`config.mk`:
```
export PLATFORM = sky130hd
export DESIGN_NAME = gpio_key_long_press_detector
export DESIGN_NICKNAME = d
export VERILOG_FILES = /design/src/rtl/gklpd_pkg.sv /design/src/rtl/gklpd_ram.sv /design/src/rtl/gpio_key_long_press_detector.sv
export SDC_FILE = /design/constraint.sdc
export NUM_CORES = 1
export LEC_CHECK = 0
export BUFFER_PORTS_ARGS = -buffer_cell sky130_fd_sc_hd__clkbuf_2
export CORE_UTILIZATION = 60
export CTS_CLUSTER_DIAMETER = 200
export DETAILED_ROUTE_END_ITERATION = 6
export HOLD_SLACK_MARGIN = 0.06
export PLACE_DENSITY = 0.78
export SKIP_CTS_REPAIR_TIMING = 1
export SYNTH_ARGS = -nofsm -noshare
export SYNTH_HDL_FRONTEND = slang
export SYNTH_SLANG_ARGS = --single-unit
```
`constraint.sdc`:
```
create_clock -name aclk -period 20.2 [get_ports aclk]
set_input_delay 1.01 -clock aclk [delete_from_list [all_inputs] [get_ports aclk]]
set_output_delay 1.01 -clock aclk [all_outputs]
set_load 0.05 [all_outputs]
```
`src/rtl/gklpd_pkg.sv`:
```
package gklpd_pkg;

    localparam int NUM_KEYS   = 12;
    localparam int TIME_WIDTH = 32;
    localparam int KEY_W      = 4;
    localparam int LPT_W      = 16;
    localparam int LINES      = (NUM_KEYS < 12) ? NUM_KEYS : 12;

    // hold time after reset, 0.6 s at a 1 kHz tick
    localparam logic [LPT_W-1:0] LPT_RESET = LPT_W'(600);

    typedef enum logic {
        OP_TICK = 1'b0,
        OP_SCAN = 1'b1
    } op_t;

    typedef enum logic [1:0] {
        EV_KEY  = 2'd0,
        EV_MOD  = 2'd1,
        EV_SYNC = 2'd2
    } ev_kind_t;

    typedef enum logic [1:0] {
        PH_IDLE   = 2'd0,
        PH_TIMING = 2'd1,
        PH_DONE   = 2'd2
    } phase_t;

    typedef struct packed {
        logic              op;
        logic [11:0]       pin_levels;
    } in_beat_t;

    typedef struct packed {
        logic [1:0]        event_kind;
        logic [KEY_W-1:0]  key_index;
        logic              pressed;
        logic              last;
    } out_beat_t;

    typedef struct packed {
        logic [1:0]            phase;
        logic [TIME_WIDTH-1:0] deadline;
    } key_entry_t;

endpackage

```
`src/rtl/gklpd_ram.sv`:
```
module gklpd_ram #(
    parameter int WIDTH = 8,
    parameter int DEPTH = 16
) (
    input  logic                     aclk,
    input  logic                     we,
    input  logic [$clog2(DEPTH)-1:0] waddr,
    input  logic [WIDTH-1:0]         wdata,
    input  logic                     re,
    input  logic [$clog2(DEPTH)-1:0] raddr,
    output logic [WIDTH-1:0]         rdata
);

    logic [WIDTH-1:0] mem [DEPTH];

    always_ff @(posedge aclk) begin
        if (we) begin
            mem[waddr] <= wdata;
        end
        if (re) begin
            rdata <= mem[raddr];
        end
    end

endmodule

```
`src/rtl/gpio_key_long_press_detector.sv`:
```
// Long/short press classifier for twelve active-low key lines. A tick beat (op = 0)
// advances a free-running 32-bit time counter and produces nothing. A scan beat
// (op = 1) samples all lines and visits keys 0..11 in turn through a per-key state
// RAM (phase + deadline, one read and one write port, registered read): each key is
// read in a read state and then evaluated in an evaluate state. A long press yields
// five result beats and a short one three; the closing sync of the scan leaves in
// the flush state. A newly pressed key records deadline = now + long_press_ticks; a
// key held past its deadline emits modifier down, key down, key up, modifier up,
// sync and is marked done; a release of a still-timing key emits that long burst if
// the deadline has passed (wrap-safe compare) or key down, key up, sync otherwise.
// The last result beat of a scan carries last = 1. Results pass through an output
// register, so a new input beat is taken while a result still waits. The user must
// write long_press_ticks through cfg_we / cfg_wdata only while the block is idle;
// the block itself does not enforce this. It resets to 600.
module gpio_key_long_press_detector
    import gklpd_pkg::*;
(
    input  logic              aclk,
    input  logic              aresetn,
    // configuration
    input  logic              cfg_we,
    input  logic [LPT_W-1:0]  cfg_wdata,
    // input beats
    input  logic              s_valid,
    output logic              s_ready,
    input  in_beat_t          s_data,
    // result beats
    output logic              m_valid,
    input  logic              m_ready,
    output out_beat_t         m_data
);

    localparam logic [KEY_W-1:0] LAST_KEY = KEY_W'(LINES - 1);

    typedef enum logic [2:0] {
        S_IDLE,
        S_RD,
        S_EVAL,
        S_BURST,
        S_FLUSH
    } state_t;

    // sequencer state
    state_t                state_reg, state_next;
    logic [KEY_W-1:0]      idx_reg, idx_next;
    logic [11:0]           pins_reg, pins_next;
    logic                  long_reg, long_next;       // current burst is the long form
    logic [1:0]            step_reg, step_next;
    logic                  hold_reg, hold_next;       // a sync beat is held back
    logic [KEY_W-1:0]      hold_key_reg, hold_key_next;
    logic [TIME_WIDTH-1:0] now_reg, now_next;
    logic [LPT_W-1:0]      lpt_reg, lpt_next;
    logic [NUM_KEYS-1:0]   vld_reg, vld_next;         // entry written since reset
    logic                  m_valid_reg, m_valid_next;
    out_beat_t             m_data_reg, m_data_next;

    // state RAM
    logic                  ram_we;
    key_entry_t            ram_wdata;
    key_entry_t            ram_rdata;
    logic                  ram_re;

    // evaluate-stage decode
    logic                  pin_active;
    logic [1:0]            cur_phase;
    logic [TIME_WIDTH-1:0] since;
    logic                  passed;
    logic                  out_free;
    logic                  step_final;
    out_beat_t             ev;

    gklpd_ram #(
        .WIDTH ($bits(key_entry_t)),
        .DEPTH (NUM_KEYS)
    ) u_state_ram (
        .aclk  (aclk),
        .we    (ram_we),
        .waddr (idx_reg),
        .wdata (ram_wdata),
        .re    (ram_re),
        .raddr (idx_reg),
        .rdata (ram_rdata)
    );

    assign s_ready = (state_reg == S_IDLE);
    assign m_valid = m_valid_reg;
    assign m_data  = m_data_reg;
    assign ram_re  = (state_reg == S_RD);

    // never-written entries read as idle
    assign pin_active = ~pins_reg[idx_reg];
    assign cur_phase  = vld_reg[idx_reg] ? ram_rdata.phase : PH_IDLE;
    // wrap-safe "deadline passed": now - deadline nonzero and not negative
    assign since      = now_reg - ram_rdata.deadline;
    assign passed     = (since != '0) && !since[TIME_WIDTH-1];

    assign out_free  = !m_valid_reg || m_ready;

    // burst event table, sync comes separately from the hold slot
    always_comb begin
        ev.key_index = idx_reg;
        ev.last      = 1'b0;
        step_final   = 1'b0;
        if (long_reg) begin
            case (step_reg)
                2'd0:    begin ev.event_kind = EV_MOD; ev.pressed = 1'b1; end
                2'd1:    begin ev.event_kind = EV_KEY; ev.pressed = 1'b1; end
                2'd2:    begin ev.event_kind = EV_KEY; ev.pressed = 1'b0; end
                default: begin
                    ev.event_kind = EV_MOD;
                    ev.pressed    = 1'b0;
                    step_final    = 1'b1;
                end
            endcase
        end else begin
            ev.event_kind = EV_KEY;
            ev.pressed    = (step_reg == 2'd0);
            step_final    = (step_reg != 2'd0);
        end
    end

    always_comb begin
        state_next    = state_reg;
        idx_next      = idx_reg;
        pins_next     = pins_reg;
        long_next     = long_reg;
        step_next     = step_reg;
        hold_next     = hold_reg;
        hold_key_next = hold_key_reg;
        now_next      = now_reg;
        lpt_next      = cfg_we ? cfg_wdata : lpt_reg;
        vld_next      = vld_reg;
        m_valid_next  = m_valid_reg && !m_ready;
        m_data_next   = m_data_reg;
        ram_we        = 1'b0;
        ram_wdata     = ram_rdata;

        unique case (state_reg)
            S_IDLE: begin
                if (s_valid) begin
                    if (s_data.op == OP_TICK) begin
                        now_next = now_reg + TIME_WIDTH'(1);
                    end else begin
                        pins_next  = s_data.pin_levels;
                        idx_next   = '0;
                        state_next = S_RD;
                    end
                end
            end

            S_RD: begin
                state_next = S_EVAL;
            end

            S_EVAL: begin
                // default: move on to the next key
                if (idx_reg == LAST_KEY) begin
                    state_next = S_FLUSH;
                end else begin
                    idx_next   = idx_reg + KEY_W'(1);
                    state_next = S_RD;
                end
                step_next = '0;
                if (pin_active) begin
                    if (cur_phase == PH_IDLE) begin
                        // first scan of a press only arms the deadline
                        ram_we             = 1'b1;
                        ram_wdata.phase    = PH_TIMING;
                        ram_wdata.deadline = now_reg + TIME_WIDTH'(lpt_reg);
                    end else if (cur_phase == PH_TIMING && passed) begin
                        ram_we          = 1'b1;
                        ram_wdata.phase = PH_DONE;
                        long_next       = 1'b1;
                        idx_next        = idx_reg;
                        state_next      = S_BURST;
                    end
                end else if (cur_phase != PH_IDLE) begin
                    ram_we          = 1'b1;
                    ram_wdata.phase = PH_IDLE;
                    if (cur_phase == PH_TIMING) begin
                        long_next  = passed;
                        idx_next   = idx_reg;
                        state_next = S_BURST;
                    end
                end
                if (ram_we) begin
                    vld_next[idx_reg] = 1'b1;
                end
            end

            S_BURST: begin
                if (out_free) begin
                    m_valid_next = 1'b1;
                    if (hold_reg) begin
                        // a later burst follows, so the held sync is not the last beat
                        m_data_next.event_kind = EV_SYNC;
                        m_data_next.key_index  = hold_key_reg;
                        m_data_next.pressed    = 1'b0;
                        m_data_next.last       = 1'b0;
                        hold_next              = 1'b0;
                    end else begin
                        m_data_next = ev;
                        step_next   = step_reg + 2'd1;
                        if (step_final) begin
                            hold_next     = 1'b1;
                            hold_key_next = idx_reg;
                            if (idx_reg == LAST_KEY) begin
                                state_next = S_FLUSH;
                            end else begin
                                idx_next   = idx_reg + KEY_W'(1);
                                state_next = S_RD;
                            end
                        end
                    end
                end
            end

            S_FLUSH: begin
                if (!hold_reg) begin
                    state_next = S_IDLE;
                end else if (out_free) begin
                    m_valid_next           = 1'b1;
                    m_data_next.event_kind = EV_SYNC;
                    m_data_next.key_index  = hold_key_reg;
                    m_data_next.pressed    = 1'b0;
                    m_data_next.last       = 1'b1;
                    hold_next              = 1'b0;
                    state_next             = S_IDLE;
                end
            end

            default: begin
                state_next = S_IDLE;
            end
        endcase
    end

    always_ff @(posedge aclk) begin
        if (!aresetn) begin
            state_reg    <= S_IDLE;
            idx_reg      <= '0;
            pins_reg     <= '1;
            long_reg     <= 1'b0;
            step_reg     <= '0;
            hold_reg     <= 1'b0;
            hold_key_reg <= '0;
            now_reg      <= '0;
            lpt_reg      <= LPT_RESET;
            vld_reg      <= '0;
            m_valid_reg  <= 1'b0;
            m_data_reg   <= '0;
        end else begin
            state_reg    <= state_next;
            idx_reg      <= idx_next;
            pins_reg     <= pins_next;
            long_reg     <= long_next;
            step_reg     <= step_next;
            hold_reg     <= hold_next;
            hold_key_reg <= hold_key_next;
            now_reg      <= now_next;
            lpt_reg      <= lpt_next;
            vld_reg      <= vld_next;
            m_valid_reg  <= m_valid_next;
            m_data_reg   <= m_data_next;
        end
    end

endmodule

```
==> results.md, run 1 <==
* Dpl ws at 14.64 ns
* Slew headroom at between 10% and 20%
* Ratio of cells with drive above 1 in the final layout at 16.0%
* Rows at 73
* Post-route setup TNS at 0 ns
* Root buffer cell: clkbuf_16
* Max VDD drop at 0.0892 mV
* Clock power frac at 40.9%
* CTS tree: done
* Vias per cell at 6.39
* Yosys warns at 0
* Dpl hpwl at 36400 um
* Max FO, Critical Path at 34
* 1st-iter DRT viols at 1510
* Total gr overflow at 0
* Internal power at around 2 mW
* NetSw at 0.608 mW
* Most common cell after layout, fill and taps aside: edfxtp_1
* Cell Area, Synth at 24500 sq um
* Final Cell Area at 27200 sq um
* Dominant cells by area after synthesis: edfxtp_1, mux4_2, dfxtp_1
* RD Place Congestion at 0.931
* Final Hold Violating Endpoints at 0
* Pre-antenna DRT Iters at 5
* Deepest level of the CTS H-tree at 2
* Maximum number of pins on one net before global-route repair at 76
* Synth async-reset ratio at 0%
* Post-Synthesis Cells at 1793
* PwrDens at 94.9 nW/um^2
* Die width at roughly 200 um
* Sequential-to-total area share from yosys stat at 62.0%
* Top cell type's share of synthesized area at 54.2%
* Logic pwr share at around a tenth
* Area leader, netlist: edfxtp_1
* Peak Freq at 180 MHz
* Die area at around 42000 sq um
* Via count at 15400
* Initial antenna violation count at 3
* Tightest hold margin at about 0.45 ns
* Slew Viols, Final at 0
* Setup ws final at 14.65 ns
* WL per Instance at between 20 and 25 um
* I/O pin count at 44
* Final Skew at between 0.03 and 0.04 ns
* Vias in the first global route at ~15000
* CP Launch Type: flip-flop
* Outcome: complete, no violations
* Area post-placement at 25400 sq um
* Worst Hold Class: flip-flop to flip-flop
* Syn avg cell area at 13.7 sq um
* Sink Count at 538
* Synth cell types at 80
* Skew-Pair Late Insertion Delay at 0.62 ns
* Minimum clock period at between 5 and 6 ns
* Core footprint at 40000 sq um
* Flop pwr share at 48.8%
* Worst EP arrival at 5.77 ns
* Crit Path Class: flip-flop to flip-flop
* Flops & latches, synth at 538
* Final period util at 27.5%
* Synthesized Nets at 1884
* RSZ-0062 raised after global routing: no
* Max reg flops at 408
* Static Leak at 9.10 nW
* Clk slew on worst S/H paths at 0.06 ns
* Commonest non-fill, non-tap cells in the layout: edfxtp_1, nand2_1, o21ai_0
* # setup viols final at 0
* Max cap viols at 0
* Routed wire length at ~58000 um
* All-Layer GR Usage at between 20% and 30%
* Worst Tran Pin Value at 1.31 ns
* Worst endpoint required time at 20.42 ns
* Switching Share at around a quarter
* Final net count at 1925
* First-pass GRT wire length at 87900 um
* Antenna Nets Post-Route at 0
* Area Overhead vs Synth at 11.2%
* CTS Buffer Depth at 3
* Num CTS Buffers at 54
* PortBufs at 43
* Initial Util at slightly above 60%
* Final routed DRC violation total at 0
* Post-synth EDFFs at 442
* CP Capture Type: flip-flop
* Die height at between 200 and 250 um
* Top FF cell, synth: edfxtp_1
[synth_stat cells, drive strengths merged, types with 10 or more instances]
| cell type | instances |
|---|---|
| and3 | 20 |
| nand2b | 10 |
| nor3 | 20 |
| a21o | 13 |
| inv | 53 |
| nor4 | 10 |
| o21ai | 135 |
| mux4 | 108 |
| buf | 16 |
| dfxtp | 96 |
| a211oi | 10 |
| o211ai | 12 |
| edfxtp | 442 |
| nand2 | 189 |
| or3 | 21 |
| ha | 55 |
| o21a | 14 |
| xor2 | 29 |
| nor2 | 100 |
| xnor2 | 27 |
| clkbuf | 70 |
| mux2i | 64 |
| nand4 | 20 |
| a21oi | 85 |
| nand3 | 54 |
[layer usage]
metal  part of all wire, %  wire (um)  up-vias  GRT usage (%)
met5                  0.15         85        -           1.31
met4                   2.6       1510        4           9.70
met3                   7.2       4170      104           4.86
met2                    48      27600      620           45.9
met1                    42      24400     7666           39.3
li1                      -          -     6976              -
[metrics by stage]
step | utilization, % | power [mW] | instances
5_1_grt | 68.1 | 2.66 | 2402
3_3_place_gp | 63.4 | 1.54 | 2302
6_report | 68.1 | 2.58 | 2404
3_5_place_dp | 63.4 | 1.55 | 2302
2_1_floorplan | - | 1.46 | 1793
4_1_cts | 68.0 | 2.60 | 2401
[cell type report]
| type | count | area, sq um |
|---|---|---|
| Sequential cell | 538 | 15200 |
| Fill cell | 2719 | 12800 |
| Multi-Input combinational cell | 1116 | 8880 |
| Clock buffer | 70 | 1440 |
| Tap cell | 525 | 657 |
| Clock inverter | 29 | 429 |
| Timing Repair Buffer | 71 | 425 |
| Inverter | 53 | 199 |
| Antenna cell | 2 | 5.00 |
[critical path, stage by stage, from the launching register on]
cell	delay [ns]
dfxtp_1	0.43
inv_1	0.07
ha_1	0.23
fa_1	0.41
nand2b_1	0.22
a21o_1	0.21
a2111oi_0	0.85
nor3_2	0.12
xor2_1	0.18
nor4b_1	0.28
nand4_1	0.19
nor4_1	0.33
a21oi_1	0.21
a21oi_4	0.91
nor2_4	0.47
[logic make-up after synthesis]
family / count (synthesis) / synth area share [%]
compound gates: 342 / 8.78
xor+xnor: 56 / 2.00
fa+ha+maj: 57 / 2.97
buf+inv: 139 / 2.18
flops: 538 / 62.0
mux: 176 / 12.7
simple gates: 485 / 9.31
[final timing paths]
kind,slack [ns],endpoint,cells past startpoint,from
worst min register to register,0.45,vld_reg[6]$_SDFFE_PN0P_,2,vld_reg[6]$_SDFFE_PN0P_
worst max register to register,14.65,u_state_ram.mem[7][4]$_DFFE_PP_,14,now_reg[0]$_SDFFE_PN0P_
worst max-delay path,14.65,u_state_ram.mem[7][4]$_DFFE_PP_,14,now_reg[0]$_SDFFE_PN0P_
worst min-delay path,0.45,vld_reg[6]$_SDFFE_PN0P_,2,vld_reg[6]$_SDFFE_PN0P_
[power by group through the flow]
stage	registers [mW]	logic, mW	clock network [mW]
after global routing	1.26	0.285	1.11
after detailed placement	1.29	0.259	0
final	1.26	0.265	1.06
after CTS	1.26	0.263	1.07
after global placement	1.29	0.253	0
after floorplan	1.27	0.190	0
Note: power is estimated with default switching activity, not from simulation.
==> inputs of run 2 (changes only) <==
- clock period: 20.2 -> 5.65 ns (I/O delays scaled with it)
==> results.md, run 2 (synthesis results as in run 1) <==
* Outcome: finished, violations left
* Failing checks: design-rule violations
* Commonest non-fill, non-tap cells in the layout: edfxtp_1, nand2_1, o21ai_0
* Sink Count at 538 (unchanged)
* PortBufs at 43 (unchanged)
* Total gr overflow at 0 (unchanged)
* Routed wire length at 58600 um (+1.4%)
* Most common cell after layout, fill and taps aside: edfxtp_1
* Pre-antenna DRT Iters at 7 (+2)
* Worst Hold Class: primary input to flip-flop
* Fill count at 2690 (-1.1%)
* Worst endpoint required time at 5.86 ns (-14.56 ns)
* Clock power frac at 39.3% (-1.6 points)
* Final Hold Violating Endpoints at 0 (unchanged)
* Logic pwr share at 11.0% (+0.8 points)
* Via count at 15500 (+0.79%)
* Clk slew on worst S/H paths at 0.06 ns (about the same)
* Max VDD drop at 0.398 mV (+350%)
* Crit Path Class: flip-flop to flip-flop
* Antenna Nets Post-Route at 0 (unchanged)
* Die width at 204 um (unchanged)
* Sequential Area at 15200 sq um (unchanged)
* Skew-Pair Late Insertion Delay at 0.61 ns (about the same)
* Setup ws final at 0.336 ns (-14.31 ns)
* Dpl hpwl at 37000 um (+1.4%)
* Maximum number of pins on one net before global-route repair at 103 (+36%)
* Minimum clock period at 5.31 ns (-0.238 ns)
* Core footprint at 40000 sq um (unchanged)
* Max cap viols at 0 (unchanged)
* Worst Tran Pin Value at 1.39 ns (+0.0830 ns)
* Vias in the first global route at 15200 (-0.18%)
* N_diodes at 0 (-2)
* Deepest level of the CTS H-tree at 2 (unchanged)
* Max FO, Critical Path at 34 (unchanged)
* RD Place Congestion at 0.928 (-0.33%)
* Initial antenna violation count at 0 (-3)
* CP Capture Type: flip-flop
* RSZ-0062 raised after global routing: no
* Slew Viols, Final at 0 (unchanged)
* Worst R2R Setup Slack at 0.34 ns (-14.31 ns)
* Static Leak at 9.18 nW (+0.88%)
* All-Layer GR Usage at 28.6% (+0.16 points)
* Die area at 41600 sq um (unchanged)
* First-pass GRT wire length at 88900 um (+1.1%)
* Ratio of cells with drive above 1 in the final layout at 15.9% (-0.12 points)
* PwrDens at 330 nW/um^2 (+250%)
* Initial Util at 61.2% (unchanged)
* Final routed DRC violation total at 1 (+1)
* Flop pwr share at 49.6% (+0.8 points)
* WL per Instance at 24.1 um (+0.34%)
* Worst EP arrival at 5.52 ns (-0.25 ns)
* Internal power at 6.87 mW (+250%)
* Slew headroom at 6.17% (-5.6 points)
* Power, Total at 9.04 mW (+250%)
* Final net count at 1958 (+1.7%)
* Area Overhead vs Synth at 12.0%
* I/O pin count at 44 (unchanged)
* Final period util at 94.1% (+67 points)
* Vias per cell at 6.38 (-0.25%)
* Switching Share at 24.0% (+0.50 points)
* CP Launch Type: flip-flop
* CTS tree: done
* Num CTS Buffers at 53 (-1.9%)
* Area used by multi-input combinational logic at 8880 sq um (unchanged)
* Tightest hold margin at 0.0850 ns (-0.369 ns)
* Rows at 73 (unchanged)
* Final Skew at 0.0246 ns (-0.0118 ns)
* Dpl ws at 0.430 ns (-14.21 ns)
* Root buffer cell: clkbuf_16
* Peak Freq at 188 MHz (+4.5%)
* # setup viols final at 0 (unchanged)
* CTS Buffer Depth at 3 (unchanged)
* Max reg flops at 408 (unchanged)
* 1st-iter DRT viols at 1695 (+12%)
* NetSw at 2.17 mW (+260%)
* Final Cell Area at 27400 sq um (+0.71%)
* Area post-placement at 25400 sq um (+0.26%)
* Die height at 204 um (unchanged)
## run 2: cell types whose count changed in the layout (fill, tap and decap cells not counted), moves of 2 or more
cell	change
dlygate4sd3_1	+28
buf_4	+6
bufinv_16	-4
clkbuf_1	-4
clkbuf_4	-3
clkbuf_2	+2
clkinv_2	-2
diode_2	-2
o21ai_0	+2
o21ai_1	-2
## run 2: worst paths after layout
path	start	to	cells after the start
hold / removal	m_ready	state_reg[2]$_SDFFE_PN0P_	4
setup reg to reg	u_state_ram.rdata[8]$_DFFE_PP_	u_state_ram.mem[3][11]$_DFFE_PP_	14
hold reg to reg	vld_reg[1]$_SDFFE_PN0P_	vld_reg[1]$_SDFFE_PN0P_	2
setup / recovery	u_state_ram.rdata[8]$_DFFE_PP_	u_state_ram.mem[3][11]$_DFFE_PP_	14
## run 2: worst max-delay path, cell delays in order (launching register included)
cell	delay (ns)
edfxtp_1	0.37
inv_1	0.05
ha_1	0.45
nand4_1	0.19
a2111oi_0	0.62
o31ai_1	0.25
a211o_1	0.39
a211oi_1	0.25
o22ai_1	0.12
xnor2_1	0.31
nor4_1	0.15
a21oi_1	0.33
a21oi_4	0.08
buf_4	0.27
nor2_4	1.00
## run 2: stage by stage
step | std cells | util [%] | setup TNS, ns
2_1_floorplan | 1793 | - | -92.37
4_1_cts | 2401 | 67.9 | 0
3_5_place_dp | 2309 | 63.5 | 0
3_3_place_gp | 2309 | 63.5 | 0
6_report | 2429 | 68.6 | 0
5_1_grt | 2429 | 68.6 | 0
## run 2: power groups by stage
stage | clock network [mW] | registers [mW] | logic [mW]
2_1_floorplan | 0 | 4.55 | 0.679
3_3_place_gp | 0 | 4.57 | 0.951
3_5_place_dp | 0 | 4.57 | 0.969
4_1_cts | 3.58 | 4.49 | 0.982
5_1_grt | 3.72 | 4.49 | 1.08
6_report | 3.56 | 4.49 | 0.998
## run 2: cell type report
| class | count | share of cell area (%) |
|---|---|---|
| Sequential cell | 538 | 55.4 |
| Multi-Input combinational cell | 1116 | 32.4 |
| Clock buffer | 65 | 5.12 |
| Timing Repair Buffer | 105 | 2.78 |
| Tap cell | 525 | 2.39 |
| Clock inverter | 27 | 1.18 |
| Inverter | 53 | 0.725 |
## run 2: routing by layer
layer / part of all wire, % / routed length, um / global-route usage [%]
met2: 48 / 28300 / 46.4
met4: 2.0 / 1190 / 8.02
met1: 42 / 24900 / 40.9
met3: 7.2 / 4190 / 3.75
met5: 0 / 0 / 0
